===== config.mk =====
export PLATFORM = sky130hd
export DESIGN_NAME = clipped_rectangle_fill_unit_flat
export DESIGN_NICKNAME = d
export VERILOG_FILES = /design/src/hdl/crf_pkg.sv /design/src/hdl/crf_ifs.sv /design/src/hdl/crf_cfg_regs.sv /design/src/hdl/crf_ctrl.sv /design/src/hdl/crf_datapath.sv /design/src/hdl/clipped_rectangle_fill_unit.sv /design/src/flat_wrapper.sv
export VERILOG_INCLUDE_DIRS = /design/src /design/src/hdl
export SDC_FILE = /design/constraint.sdc
export NUM_CORES = 1
export LEC_CHECK = 0
export ABC_AREA = 0
export BUFFER_PORTS_ARGS = -buffer_cell sky130_fd_sc_hd__buf_2
export CORE_ASPECT_RATIO = 0.8
export CORE_MARGIN = 4
export CORE_UTILIZATION = 65
export CTS_CLUSTER_SIZE = 20
export DETAILED_ROUTE_END_ITERATION = 8
export GPL_ROUTABILITY_DRIVEN = 0
export PLACE_DENSITY = 0.95
export SLEW_MARGIN = 25
export SYNTH_ARGS = -nofsm -noshare
export SYNTH_HDL_FRONTEND = slang
export SYNTH_SLANG_ARGS = --single-unit
export TNS_END_PERCENT = 1

===== constraint.sdc =====
create_clock -name clk_i -period 15.5 [get_ports clk_i]
set_clock_uncertainty 0.15 [all_clocks]
set_input_delay 3.1 -clock clk_i [delete_from_list [all_inputs] [get_ports clk_i]]
set_output_delay 3.1 -clock clk_i [all_outputs]
set_load 0.03 [all_outputs]

===== src/hdl/clipped_rectangle_fill_unit_macros.svh =====
// Assertion macros used by the clipped rectangle fill unit controller
`ifndef CLIPPED_RECTANGLE_FILL_UNIT_MACROS_SVH
`define CLIPPED_RECTANGLE_FILL_UNIT_MACROS_SVH

// Same-cycle implication, sampled on clk_i, off during reset
`define CRF_ASSERT_IMPL(label, ante, cons, msg) \
  label: assert property (@(posedge clk_i) disable iff (!rst_ni) (ante) |-> (cons)) \
    else $error(msg);

// Next-cycle implication, sampled on clk_i, off during reset
`define CRF_ASSERT_NEXT(label, ante, cons, msg) \
  label: assert property (@(posedge clk_i) disable iff (!rst_ni) (ante) |=> (cons)) \
    else $error(msg);

`endif


===== src/hdl/crf_pkg.sv =====
// Types and constants of the clipped rectangle fill unit
package crf_pkg;

  localparam int RES_REG_W  = 13;
  localparam int PIXB_W     = 3;
  localparam int COORD_W    = 16;
  localparam int POS_W      = 17;
  localparam int COLOR_W    = 32;
  localparam int OFFSET_W   = 26;
  localparam int CFG_IDX_W  = 2;
  localparam int CFG_DATA_W = 13;

  localparam logic [RES_REG_W-1:0] HRES_RESET = 13'd1024;
  localparam logic [RES_REG_W-1:0] VRES_RESET = 13'd768;
  localparam logic [PIXB_W-1:0]    PIXB_RESET = 3'd1;

  typedef enum logic [CFG_IDX_W-1:0] {
    REG_HRES = 2'd0,
    REG_VRES = 2'd1,
    REG_PIXB = 2'd2
  } cfg_reg_e;

  typedef enum logic {
    CMD_LOAD = 1'b0,
    CMD_STEP = 1'b1
  } in_cmd_e;

  typedef enum logic [1:0] {
    S_IDLE,
    S_MUL,
    S_PUSH
  } state_e;

  typedef struct packed {
    logic [RES_REG_W-1:0] hres;
    logic [RES_REG_W-1:0] vres;
    logic [PIXB_W-1:0]    pixb;
  } cfg_t;

  typedef struct packed {
    logic               cmd;
    logic [COORD_W-1:0] origin_x;
    logic [COORD_W-1:0] origin_y;
    logic [COORD_W-1:0] rect_width;
    logic [COORD_W-1:0] rect_height;
    logic [COLOR_W-1:0] fill_value;
  } in_beat_t;

  typedef struct packed {
    logic                write_valid;
    logic [OFFSET_W-1:0] byte_offset;
    logic [COLOR_W-1:0]  pixel_data;
    logic [PIXB_W-1:0]   byte_count;
    logic                last;
  } out_beat_t;

  typedef struct packed {
    logic load;
    logic step;
    logic idle_step;
    logic calc;
    logic push;
  } dp_cmd_t;

  typedef struct packed {
    logic walking;
  } dp_status_t;

endpackage


===== src/hdl/crf_ifs.sv =====
// Handshake channel interfaces: input beats, result beats, configuration writes
interface crf_in_if;
  import crf_pkg::*;
  logic               valid;
  logic               ready;
  logic               cmd;
  logic [COORD_W-1:0] origin_x;
  logic [COORD_W-1:0] origin_y;
  logic [COORD_W-1:0] rect_width;
  logic [COORD_W-1:0] rect_height;
  logic [COLOR_W-1:0] fill_value;
  modport source (output valid, cmd, origin_x, origin_y, rect_width, rect_height, fill_value,
                  input ready);
  modport sink (input valid, cmd, origin_x, origin_y, rect_width, rect_height, fill_value,
                output ready);
endinterface

interface crf_out_if;
  import crf_pkg::*;
  logic                valid;
  logic                ready;
  logic                write_valid;
  logic [OFFSET_W-1:0] byte_offset;
  logic [COLOR_W-1:0]  pixel_data;
  logic [PIXB_W-1:0]   byte_count;
  logic                last;
  modport source (output valid, write_valid, byte_offset, pixel_data, byte_count, last,
                  input ready);
  modport sink (input valid, write_valid, byte_offset, pixel_data, byte_count, last,
                output ready);
endinterface

interface crf_cfg_if;
  import crf_pkg::*;
  logic                  valid;
  logic                  ready;
  logic [CFG_IDX_W-1:0]  index;
  logic [CFG_DATA_W-1:0] data;
  modport source (output valid, index, data, input ready);
  modport sink (input valid, index, data, output ready);
endinterface


===== src/hdl/crf_cfg_regs.sv =====
// Configuration register file: resolution and bytes per pixel
module crf_cfg_regs (
  input  logic                           clk_i,
  input  logic                           rst_ni,
  input  logic                           wr_valid_i,
  input  logic [crf_pkg::CFG_IDX_W-1:0]  wr_index_i,
  input  logic [crf_pkg::CFG_DATA_W-1:0] wr_data_i,
  output logic                           wr_ready_o,
  output crf_pkg::cfg_t                  cfg_o
);
  import crf_pkg::*;

  cfg_t cfg_q, cfg_d;

  assign wr_ready_o = 1'b1;
  assign cfg_o      = cfg_q;

  always_comb begin
    cfg_d = cfg_q;
    if (wr_valid_i) begin
      case (cfg_reg_e'(wr_index_i))
        REG_HRES: cfg_d.hres = wr_data_i[RES_REG_W-1:0];
        REG_VRES: cfg_d.vres = wr_data_i[RES_REG_W-1:0];
        REG_PIXB: cfg_d.pixb = wr_data_i[PIXB_W-1:0];
        default:  cfg_d = cfg_q;
      endcase
    end
  end

  always_ff @(posedge clk_i or negedge rst_ni) begin
    if (!rst_ni) begin
      cfg_q.hres <= HRES_RESET;
      cfg_q.vres <= VRES_RESET;
      cfg_q.pixb <= PIXB_RESET;
    end else begin
      cfg_q <= cfg_d;
    end
  end

endmodule


===== src/hdl/crf_ctrl.sv =====
// Controller: sequences load, step, offset calculation and result push
`include "clipped_rectangle_fill_unit_macros.svh"

module crf_ctrl (
  input  logic                clk_i,
  input  logic                rst_ni,
  input  logic                in_valid_i,
  input  logic                in_cmd_i,
  output logic                in_ready_o,
  output logic                out_valid_o,
  input  logic                out_ready_i,
  input  crf_pkg::dp_status_t status_i,
  output crf_pkg::dp_cmd_t    cmd_o
);
  import crf_pkg::*;

  state_e state_q, state_d;
  logic   out_valid_q, out_valid_d;
  logic   out_free;

  assign out_free    = !out_valid_q || out_ready_i;
  assign out_valid_o = out_valid_q;

  always_comb begin
    state_d    = state_q;
    cmd_o      = '0;
    in_ready_o = 1'b0;
    case (state_q)
      S_IDLE: begin
        in_ready_o = 1'b1;
        if (in_valid_i) begin
          if (in_cmd_i == CMD_LOAD) begin
            cmd_o.load = 1'b1;
            state_d    = S_PUSH;
          end else if (status_i.walking) begin
            cmd_o.step = 1'b1;
            state_d    = S_MUL;
          end else begin
            cmd_o.idle_step = 1'b1;
            state_d         = S_PUSH;
          end
        end
      end
      S_MUL: begin
        cmd_o.calc = 1'b1;
        state_d    = S_PUSH;
      end
      S_PUSH: begin
        if (out_free) begin
          cmd_o.push = 1'b1;
          state_d    = S_IDLE;
        end
      end
      default: state_d = S_IDLE;
    endcase
  end

  always_comb begin
    if (cmd_o.push) begin
      out_valid_d = 1'b1;
    end else if (out_ready_i) begin
      out_valid_d = 1'b0;
    end else begin
      out_valid_d = out_valid_q;
    end
  end

  always_ff @(posedge clk_i or negedge rst_ni) begin
    if (!rst_ni) begin
      state_q     <= S_IDLE;
      out_valid_q <= 1'b0;
    end else begin
      state_q     <= state_d;
      out_valid_q <= out_valid_d;
    end
  end

  `CRF_ASSERT_NEXT(a_step_to_mul, in_valid_i && in_ready_o && in_cmd_i == CMD_STEP && status_i.walking, state_q == S_MUL, "walking step did not enter offset stage")
  `CRF_ASSERT_NEXT(a_push_fills, cmd_o.push, out_valid_q, "pushed result not presented")
  `CRF_ASSERT_IMPL(a_no_overwrite, out_valid_q && !out_ready_i, !cmd_o.push, "result overwritten while stalled")
  `CRF_ASSERT_NEXT(a_one_beat, in_valid_i && in_ready_o, !in_ready_o, "input taken in back-to-back cycles")

endmodule


===== src/hdl/crf_datapath.sv =====
// Datapath: rectangle walk state, clipping, offset multiply and result registers
module crf_datapath #(
  parameter int MAX_RESOLUTION = 4096
) (
  input  logic               clk_i,
  input  logic               rst_ni,
  input  crf_pkg::cfg_t      cfg_i,
  input  crf_pkg::in_beat_t  in_beat_i,
  input  crf_pkg::dp_cmd_t   cmd_i,
  output crf_pkg::dp_status_t status_o,
  output crf_pkg::out_beat_t out_beat_o
);
  import crf_pkg::*;

  localparam int RES_W = $clog2(MAX_RESOLUTION + 1);
  localparam logic [POS_W-1:0] MAX_RES_P = POS_W'(MAX_RESOLUTION);

  typedef struct packed {
    logic                write_valid;
    logic [OFFSET_W-1:0] byte_offset;
    logic [COLOR_W-1:0]  pixel_data;
    logic                last;
  } res_t;

  logic [POS_W-1:0]   col_q, col_d, row_q, row_d;
  logic [COORD_W-1:0] left_q, left_d;
  logic [POS_W-1:0]   right_q, right_d, bottom_q, bottom_d;
  logic [COLOR_W-1:0] color_q, color_d;
  logic               walking_q, walking_d;

  logic [OFFSET_W-1:0] prod_q;
  logic [POS_W-1:0]    mcol_q;
  logic                vis_q, mlast_q;
  res_t                res_q;
  out_beat_t           out_q;

  logic [POS_W-1:0]  hres_w, vres_w, hres_p, vres_p;
  logic [RES_W-1:0]  hres;
  logic [PIXB_W-1:0] nbytes;
  logic [POS_W-1:0]  ncol, nrow;
  logic              wrap, fin, vis;
  logic [OFFSET_W-1:0] offset;

  assign hres_w = {{(POS_W-RES_REG_W){1'b0}}, cfg_i.hres};
  assign vres_w = {{(POS_W-RES_REG_W){1'b0}}, cfg_i.vres};
  assign hres_p = (hres_w > MAX_RES_P) ? MAX_RES_P : hres_w;
  assign vres_p = (vres_w > MAX_RES_P) ? MAX_RES_P : vres_w;
  assign hres   = hres_p[RES_W-1:0];

  always_comb begin
    if (cfg_i.pixb == '0) begin
      nbytes = 3'd1;
    end else if (cfg_i.pixb inside {[3'd5:3'd7]}) begin
      nbytes = 3'd4;
    end else begin
      nbytes = cfg_i.pixb;
    end
  end

  assign ncol   = col_q + 17'd1;
  assign nrow   = row_q + 17'd1;
  assign wrap   = ncol >= right_q;
  assign fin    = wrap && (nrow >= bottom_q);
  assign vis    = (col_q < hres_p) && (row_q < vres_p);
  assign offset = (prod_q + {{(OFFSET_W-POS_W){1'b0}}, mcol_q})
                  * {{(OFFSET_W-PIXB_W){1'b0}}, nbytes};

  always_comb begin
    col_d     = col_q;
    row_d     = row_q;
    left_d    = left_q;
    right_d   = right_q;
    bottom_d  = bottom_q;
    color_d   = color_q;
    walking_d = walking_q;
    if (cmd_i.load) begin
      left_d    = in_beat_i.origin_x;
      col_d     = {1'b0, in_beat_i.origin_x};
      row_d     = {1'b0, in_beat_i.origin_y};
      right_d   = {1'b0, in_beat_i.origin_x} + {1'b0, in_beat_i.rect_width};
      bottom_d  = {1'b0, in_beat_i.origin_y} + {1'b0, in_beat_i.rect_height};
      color_d   = in_beat_i.fill_value;
      walking_d = (in_beat_i.rect_width != '0) && (in_beat_i.rect_height != '0);
    end else if (cmd_i.step) begin
      if (wrap) begin
        col_d = {1'b0, left_q};
        row_d = nrow;
        if (fin) begin
          walking_d = 1'b0;
        end
      end else begin
        col_d = ncol;
      end
    end
  end

  always_ff @(posedge clk_i or negedge rst_ni) begin
    if (!rst_ni) begin
      col_q     <= '0;
      row_q     <= '0;
      left_q    <= '0;
      right_q   <= '0;
      bottom_q  <= '0;
      color_q   <= '0;
      walking_q <= 1'b0;
    end else begin
      col_q     <= col_d;
      row_q     <= row_d;
      left_q    <= left_d;
      right_q   <= right_d;
      bottom_q  <= bottom_d;
      color_q   <= color_d;
      walking_q <= walking_d;
    end
  end

  always_ff @(posedge clk_i) begin
    if (cmd_i.step) begin
      prod_q  <= {{(OFFSET_W-POS_W){1'b0}}, row_q} * {{(OFFSET_W-RES_W){1'b0}}, hres};
      mcol_q  <= col_q;
      vis_q   <= vis;
      mlast_q <= fin;
    end
    if (cmd_i.load) begin
      res_q.write_valid <= 1'b0;
      res_q.byte_offset <= '0;
      res_q.pixel_data  <= '0;
      res_q.last        <= (in_beat_i.rect_width == '0) || (in_beat_i.rect_height == '0);
    end else if (cmd_i.idle_step) begin
      res_q.write_valid <= 1'b0;
      res_q.byte_offset <= '0;
      res_q.pixel_data  <= '0;
      res_q.last        <= 1'b1;
    end else if (cmd_i.calc) begin
      res_q.write_valid <= vis_q;
      res_q.byte_offset <= vis_q ? offset : '0;
      res_q.pixel_data  <= vis_q ? color_q : '0;
      res_q.last        <= mlast_q;
    end
    if (cmd_i.push) begin
      out_q.write_valid <= res_q.write_valid;
      out_q.byte_offset <= res_q.byte_offset;
      out_q.pixel_data  <= res_q.pixel_data;
      out_q.byte_count  <= nbytes;
      out_q.last        <= res_q.last;
    end
  end

  assign status_o.walking = walking_q;
  assign out_beat_o       = out_q;

endmodule


===== src/hdl/clipped_rectangle_fill_unit.sv =====
// Clipped rectangle fill unit: top level
//
// Walks a filled rectangle over a linear frame buffer, one pixel per step beat.
// in_i   : valid/ready channel; cmd load latches origin, size and colour,
//          cmd step emits the next pixel in row-major order.
// out_o  : valid/ready channel, exactly one result beat per input beat:
//          write_valid, byte_offset, pixel_data, byte_count, last.
//          Off-screen pixels come out with write_valid clear.
// cfg_i  : register write channel (0 horizontal, 1 vertical resolution,
//          2 bytes per pixel), always ready; write only while idle.
// Flow   : a load or idle step is staged, then pushed to the output register;
//          a walking step passes position/multiply, offset add and scale,
//          then the push into the output register; the controller handles one
//          beat at a time and takes a new beat only after the last push.
// The output register holds a result while the receiver stalls; the next
// input beat is still taken and its result waits in the staging register.
// Reset clears the walk state (idle) and loads the register defaults
// 1024 x 768, one byte per pixel.
module clipped_rectangle_fill_unit #(
  parameter int MAX_RESOLUTION = 4096
) (
  input  logic      clk_i,
  input  logic      rst_ni,
  crf_cfg_if.sink   cfg_i,
  crf_in_if.sink    in_i,
  crf_out_if.source out_o
);
  import crf_pkg::*;

  cfg_t       cfg;
  in_beat_t   in_beat;
  out_beat_t  out_beat;
  dp_cmd_t    dp_cmd;
  dp_status_t dp_status;

  assign in_beat.cmd         = in_i.cmd;
  assign in_beat.origin_x    = in_i.origin_x;
  assign in_beat.origin_y    = in_i.origin_y;
  assign in_beat.rect_width  = in_i.rect_width;
  assign in_beat.rect_height = in_i.rect_height;
  assign in_beat.fill_value  = in_i.fill_value;

  assign out_o.write_valid = out_beat.write_valid;
  assign out_o.byte_offset = out_beat.byte_offset;
  assign out_o.pixel_data  = out_beat.pixel_data;
  assign out_o.byte_count  = out_beat.byte_count;
  assign out_o.last        = out_beat.last;

  crf_cfg_regs u_cfg_regs (
    .clk_i      (clk_i),
    .rst_ni     (rst_ni),
    .wr_valid_i (cfg_i.valid),
    .wr_index_i (cfg_i.index),
    .wr_data_i  (cfg_i.data),
    .wr_ready_o (cfg_i.ready),
    .cfg_o      (cfg)
  );

  crf_ctrl u_ctrl (
    .clk_i       (clk_i),
    .rst_ni      (rst_ni),
    .in_valid_i  (in_i.valid),
    .in_cmd_i    (in_i.cmd),
    .in_ready_o  (in_i.ready),
    .out_valid_o (out_o.valid),
    .out_ready_i (out_o.ready),
    .status_i    (dp_status),
    .cmd_o       (dp_cmd)
  );

  crf_datapath #(
    .MAX_RESOLUTION (MAX_RESOLUTION)
  ) u_datapath (
    .clk_i      (clk_i),
    .rst_ni     (rst_ni),
    .cfg_i      (cfg),
    .in_beat_i  (in_beat),
    .cmd_i      (dp_cmd),
    .status_o   (dp_status),
    .out_beat_o (out_beat)
  );

endmodule

===== src/flat_wrapper.sv =====
// flat-port wrapper written by rule: the top's interface ports become plain ports
module clipped_rectangle_fill_unit_flat import crf_pkg::*;
#(
  parameter int MAX_RESOLUTION = 4096
)
  (clk_i, rst_ni, cfg_i_valid, cfg_i_index, cfg_i_data, cfg_i_ready, in_i_valid, in_i_cmd, in_i_origin_x, in_i_origin_y, in_i_rect_width, in_i_rect_height, in_i_fill_value, in_i_ready, out_o_valid, out_o_write_valid, out_o_byte_offset, out_o_pixel_data, out_o_byte_count, out_o_last, out_o_ready);
  crf_cfg_if cfg_i_i ();
  crf_in_if in_i_i ();
  crf_out_if out_o_i ();
  input  logic clk_i;
  input  logic rst_ni;
  input wire logic [$bits(cfg_i_i.valid)-1:0] cfg_i_valid;
  input wire logic [$bits(cfg_i_i.index)-1:0] cfg_i_index;
  input wire logic [$bits(cfg_i_i.data)-1:0] cfg_i_data;
  output wire logic [$bits(cfg_i_i.ready)-1:0] cfg_i_ready;
  input wire logic [$bits(in_i_i.valid)-1:0] in_i_valid;
  input wire logic [$bits(in_i_i.cmd)-1:0] in_i_cmd;
  input wire logic [$bits(in_i_i.origin_x)-1:0] in_i_origin_x;
  input wire logic [$bits(in_i_i.origin_y)-1:0] in_i_origin_y;
  input wire logic [$bits(in_i_i.rect_width)-1:0] in_i_rect_width;
  input wire logic [$bits(in_i_i.rect_height)-1:0] in_i_rect_height;
  input wire logic [$bits(in_i_i.fill_value)-1:0] in_i_fill_value;
  output wire logic [$bits(in_i_i.ready)-1:0] in_i_ready;
  output wire logic [$bits(out_o_i.valid)-1:0] out_o_valid;
  output wire logic [$bits(out_o_i.write_valid)-1:0] out_o_write_valid;
  output wire logic [$bits(out_o_i.byte_offset)-1:0] out_o_byte_offset;
  output wire logic [$bits(out_o_i.pixel_data)-1:0] out_o_pixel_data;
  output wire logic [$bits(out_o_i.byte_count)-1:0] out_o_byte_count;
  output wire logic [$bits(out_o_i.last)-1:0] out_o_last;
  input wire logic [$bits(out_o_i.ready)-1:0] out_o_ready;
  assign cfg_i_i.valid = cfg_i_valid;
  assign cfg_i_i.index = cfg_i_index;
  assign cfg_i_i.data = cfg_i_data;
  assign cfg_i_ready = cfg_i_i.ready;
  assign in_i_i.valid = in_i_valid;
  assign in_i_i.cmd = in_i_cmd;
  assign in_i_i.origin_x = in_i_origin_x;
  assign in_i_i.origin_y = in_i_origin_y;
  assign in_i_i.rect_width = in_i_rect_width;
  assign in_i_i.rect_height = in_i_rect_height;
  assign in_i_i.fill_value = in_i_fill_value;
  assign in_i_ready = in_i_i.ready;
  assign out_o_valid = out_o_i.valid;
  assign out_o_write_valid = out_o_i.write_valid;
  assign out_o_byte_offset = out_o_i.byte_offset;
  assign out_o_pixel_data = out_o_i.pixel_data;
  assign out_o_byte_count = out_o_i.byte_count;
  assign out_o_last = out_o_i.last;
  assign out_o_i.ready = out_o_ready;
  clipped_rectangle_fill_unit #(.MAX_RESOLUTION(MAX_RESOLUTION)) u_core (.clk_i(clk_i), .rst_ni(rst_ni), .cfg_i(cfg_i_i), .in_i(in_i_i), .out_o(out_o_i));
endmodule

# == Yosys cells after proc, flatten, opt, wreduce, memory -nomap -nowiden ==
# Index checks and enable logic that the tools add are counted.
# op_classes
n_reduce_logical,26
magnitude_cmp,8
n_eq_ne,6
muxes,36
n_addsub,5
mul,2
# ops
operator,n
2-to-1 mux 17 bit,6
adder 16 x 16 -> 17 bit,2
adder 17 x 1 -> 17 bit (second input constant),2
>= comparator 17 bit,2
less-than comparator 17 x 13 -> 1 bit,2
zero test 16 bit,2
2-to-1 mux 32 bit,1
nonzero test 16 bit,2
adder 26 x 17 -> 26 bit,1
> comparator 13 bit (second input constant),2
multiplier 17 x 13 -> 26 bit,1
multiplier 26 x 3 -> 26 bit,1
2-to-1 mux 13 bit,2
2-to-1 mux 26 bit,1
2-to-1 mux 1 bit,16
2-to-1 mux 3 bit,4
2-to-1 mux 2 bit,5
AND reduction 2 bit,5
nonzero test 2 bit,4
case mux 2 bit (3 select lines),1
equality test 2 x 1 -> 1 bit (second input constant),2
equality test 2 bit (second input constant),2
logical AND 1 bit,4
zero test 2 bit,2
9 further kinds,11
# totals
wordCells,108
ff_bits,317
inputBits,117
out_inout_bits,66

# == Logic depth before layout (Yosys ltp) ==
# depth
ltp_word,7
depth_mapped,25
mapped_depth_nobuf,24

# == Hierarchy ==
# A second synthesis with hierarchy kept.
# hier_totals
cells_unflattened,2525
hier_area_um2,24420.9
# modules_own_cells
module,instances,area_per_inst_um2,seq_area_each_um2,cells_per_inst
crf_datapath,1,23103.4,7382.1,2443
crf_cfg_regs,1,1137.3,730.7,65
crf_ctrl,1,180.2,75.1,17

# == Least setup slack after synthesis ==
# Ideal clock, no wire load.
# synth_path
path_type,input to register
start,input out_o_ready
end,"register, netlist name u_core.u_datapath.out_beat_o[0]"
arrival_ns,6.038
slack_ns,8.820
path_buffers,0
path_stages,2
required_ns,14.858
setup_time_ns,0.492
path_cell_list,nand2b_1 -> nor2b_1
# synth_lines
element,line_no,text
"start, declared",flat_wrapper.sv:30,input wire logic [$bits(out_o_i.ready)-1:0] out_o_ready;

# == Final worst setup path ==
# layout_path
start,"register u_core.u_cfg_regs.cfg_q, in the netlist u_core.u_cfg_regs.cfg_o[28]"
end,register u_core.u_datapath.prod_q[25] (data pin)
# layout_between
elab_chain_cells,3
# layout_lines
element,line_no,text
"start, declared",crf_cfg_regs.sv:13,"cfg_t cfg_q, cfg_d;"
"start signal, assigned",crf_cfg_regs.sv:36,cfg_q <= cfg_d;
> comparator 13 bit,crf_datapath.sv:46,assign hres_p = (hres_w > MAX_RES_P) ? MAX_RES_P : hres_w;
2-to-1 mux 13 bit (*),crf_datapath.sv:46,
multiplier 17 x 13 -> 26 bit (*),crf_datapath.sv:119,"prod_q <= {{(OFFSET_W-POS_W){1'b0}}, row_q} * {{(OFFSET_W-RES_W){1'b0}}, hres};"
"end signal, assigned",crf_datapath.sv:119,
"end, declared",crf_datapath.sv:31,logic [OFFSET_W-1:0] prod_q;
# Mark *: on every way between the ends. The rest lies on a longest branch, timed or not.
# A chain may end at the register's enable or synchronous reset.

==> results.yml <==
run_status:
  outcome: "finished, final reports clean"
worst_hold_path:
  hp-class: "reg -> reg"
grt:
  gr-usage-met2_pct: 53.9
  grt_pass1_wl_mm: 106
  busiest_layer: "met2"
  antenna_found_initial: 1
  grtUsageMet1_pct: 38.8
  gr-usage-all-layers_pct: 32.0
  grt_max_degree: 101
  gr-total-overflow: 0
  grt_pass1_vias: 20600
  use_met3_pct: 8.85
cells_and_area:
  syn_to_final_growth_pct: 9.67
  layout.nets: 3126
  layout-drive-gt1-share_pct: 12.8
clock_network:
  hold_buffers: 0
  cts_made_buffers: 30
  clock_latency_ps: 610
  htreeDepth: 1
  cts_tree: "done"
  cts_setup_buffers: 0
  cts_root_buf: "clkbuf_16"
  clkTransAtPathRegs_ps: 70
  cts.sinks: 317
  clk_path_buf_depth: 3
  post_cts_resized: 0
detailed_routing:
  viasPerCell: 6.33
  drcViolationCount: 0
  drt_iter0_markers: 2521
  dr.pass1.iters: 6
  antenna_left: 0
  wl_mm: 66.3
  vias: 19900
  wl_per_cell_um: 21.1
synth:
  synth_edf_count: 109
  yosysWarnings: 0
  synthFlopType: "dfrtp_1"
  ys_ff_latch: 317
  synth_top_cell_area_share_pct: 15.4
  ys_types: 99
  seq_area_frac_synth_pct: 33.7
  synthTopCellsByArea: "fa_1, dfrtp_1, edfxtp_1"
  synth_top_area_cell: "fa_1"
  synth_nets: 3014
  synthCells: 2519
  async_flop_share_pct: 47.0
  synth_area_um2: 24300
  synth.avg_cell_area_um2: 9.64
setup_path:
  crit_arrival_ps: 7490
  crit_type: "reg -> reg"
  crit_path_end_kind: "flip-flop"
  crit_path_top_delay_cell: "nor2b_1"
  startpoint_type: "flip-flop"
  critPathRequiredTime_ps: 15690
  crit_fanout: 28
  max_stage_delay_ps: 950
  crit_chain: "nor2b_1 > and2_1 > fa_1 > inv_1 > fa_1 > inv_1 > ha_1 > ha_1 > fa_1 > ha_1 > a21o_1 > a21oi_1 > nor2b_1 > o31ai_1 > a31oi_1 > o22ai_1 > o2111ai_1 > a31o_1 > a21oi_1 > xnor2_1"
sta:
  rsz0062_at_grt: "false"
  worst_pin_slew_ps: 1030
  fmax_mhz: 137
  fin_crit_sh_pct: 47.1
  slew_viol_final: 0
  setup_ws_ps: 8200
  period_minus_slack_ps: 7300
  hold_viol: 0
  tns_ps: 0
  setup-violations-final: 0
  slew_headroom_pct: 31.1
die:
  core_um2: 37000
  dieHeight_um: 181
  die_x_um: 224
  die_area_um2: 40500
  start_util_pct: 65.7
  placementRows: 63
  boundaryPins: 183
job:
  max-cap-violations: 0
placement:
  place.port_buffers: 181
  pre_cts_slack_ps: 8510
  dp.final_hpwl_mm: 45.5
per-stage QoR:
step	cell area [µm²]	utilization, %	std cells	hold WS, ps
floorplan	24300	-	2519	250
global placement	25400	68.7	3085	262
detailed placement	25500	68.9	3086	266
CTS	26600	71.9	3142	284
global route	26600	72.0	3143	301
finish	26600	72.0	3144	283
registers in the layout, summed over array words and instances, names as in the netlist:
name and count:
u_core.u_datapath.row_q 17, u_core.u_datapath.mcol_q 17, u_core.u_cfg_regs.cfg_o 29, u_core.u_datapath.vis_q 1, u_core.u_datapath.col_q 17, u_core.u_datapath.color_q 32, u_core.u_datapath.prod_q 26, u_core.u_datapath.bottom_q 17
u_core.u_datapath.out_beat_o 63, u_core.u_datapath.mlast_q 1, u_core.u_ctrl.out_valid_o 1, u_core.u_datapath.status_o 1, u_core.u_datapath.right_q 17, u_core.u_datapath.left_q 16, u_core.u_datapath.res_q 60, u_core.u_ctrl.state_q 2
cells in the final DEF, fill, tap and decap left out, types with 15 or more instances in the layout:
cell,Yosys,final
a21o_1,39,39
a21oi_1,78,77
a22o_1,56,56
and2_1,103,103
and3_1,15,15
buf_2,10,180
clkbuf_16,0,31
dfrtp_1,145,145
dfxtp_1,59,59
edfxtp_1,109,109
fa_1,187,187
ha_1,191,191
inv_1,331,330
mux2_2,30,30
mux2i_1,16,16
nand2_1,453,453
nand3_1,35,35
nand4_1,28,28
nor2_1,58,56
nor2b_1,27,18
nor3_1,20,20
o211ai_1,15,15
o21a_1,20,20
o21ai_0,36,36
o21ai_1,49,49
xnor2_1,81,81
xor2_1,47,47
path summary, 6_finish.rpt:
kind,start,endpoint,slack [ps],cells after the start
max,u_core.u_cfg_regs.cfg_o[28],u_core.u_datapath.prod_q[25],8200,20
min,u_core.u_datapath.res_q[47],u_core.u_datapath.out_beat_o[50],280,0
min in group asynchronous,rst_ni,u_core.u_datapath.right_q[1],2330,1
min reg2reg,u_core.u_datapath.res_q[47],u_core.u_datapath.out_beat_o[50],280,0
max reg2reg,u_core.u_cfg_regs.cfg_o[28],u_core.u_datapath.prod_q[25],8200,20
max in group asynchronous,rst_ni,u_core.u_datapath.row_q[14],11680,2
per-layer routing:
metal / part of all wire (%) / up-vias
met1: 35 / 9543
met3: 11 / 369
li1: - / 8577
met4: 5.5 / 0
met5: 0 / -
met2: 48 / 1424
worst max-delay path: cells and delay by family, from the launching register on:
family                   cells  cell delay, ps
AO/OA/AOI/OAI                8            2220
flip-flops                   1             720
AND/OR/NAND/NOR              3            1380
buffers and inverters        2             190
XOR/XNOR                     1              90
adder cells (fa/ha/maj)      6            2270
cell type report:
class | instances | area, µm²
tap | 487 | 609
inverter | 331 | 1240
sequential | 317 | 8190
multi-input combinational | 1758 | 14400
clock buffer | 34 | 817
timing repair buffer | 193 | 1030
fill | 2248 | 10300
antenna | 2 | 5.00
clock inverter | 22 | 315
cell families (layout without fill, tap and decap cells):
kind of cell,after synthesis,count (layout),synth area share [%]
simple gates,809,809,15.6
compound gates,395,395,11.5
flops,317,317,33.7
xor+xnor,128,128,4.62
fa+ha+maj,378,378,25.3
buf+inv,444,580,7.15
mux,47,47,2.10
other cells,1,3,0.0154
cells in the mapped netlist (36+ instances only):
library cell,n
o21ai_1,49
and2_1,103
dfrtp_1,145
nor2_1,58
xnor2_1,81
nand2_1,453
dfxtp_1,59
clkbuf_1,89
xor2_1,47
ha_1,191
a21oi_1,78
inv_1,331
fa_1,187
edfxtp_1,109
a22o_1,56
o21ai_0,36
a21o_1,39
Power is left out: the tool's default activity adds up to more than one toggle a clock period on the data nets, which glitch-free logic cannot reach.
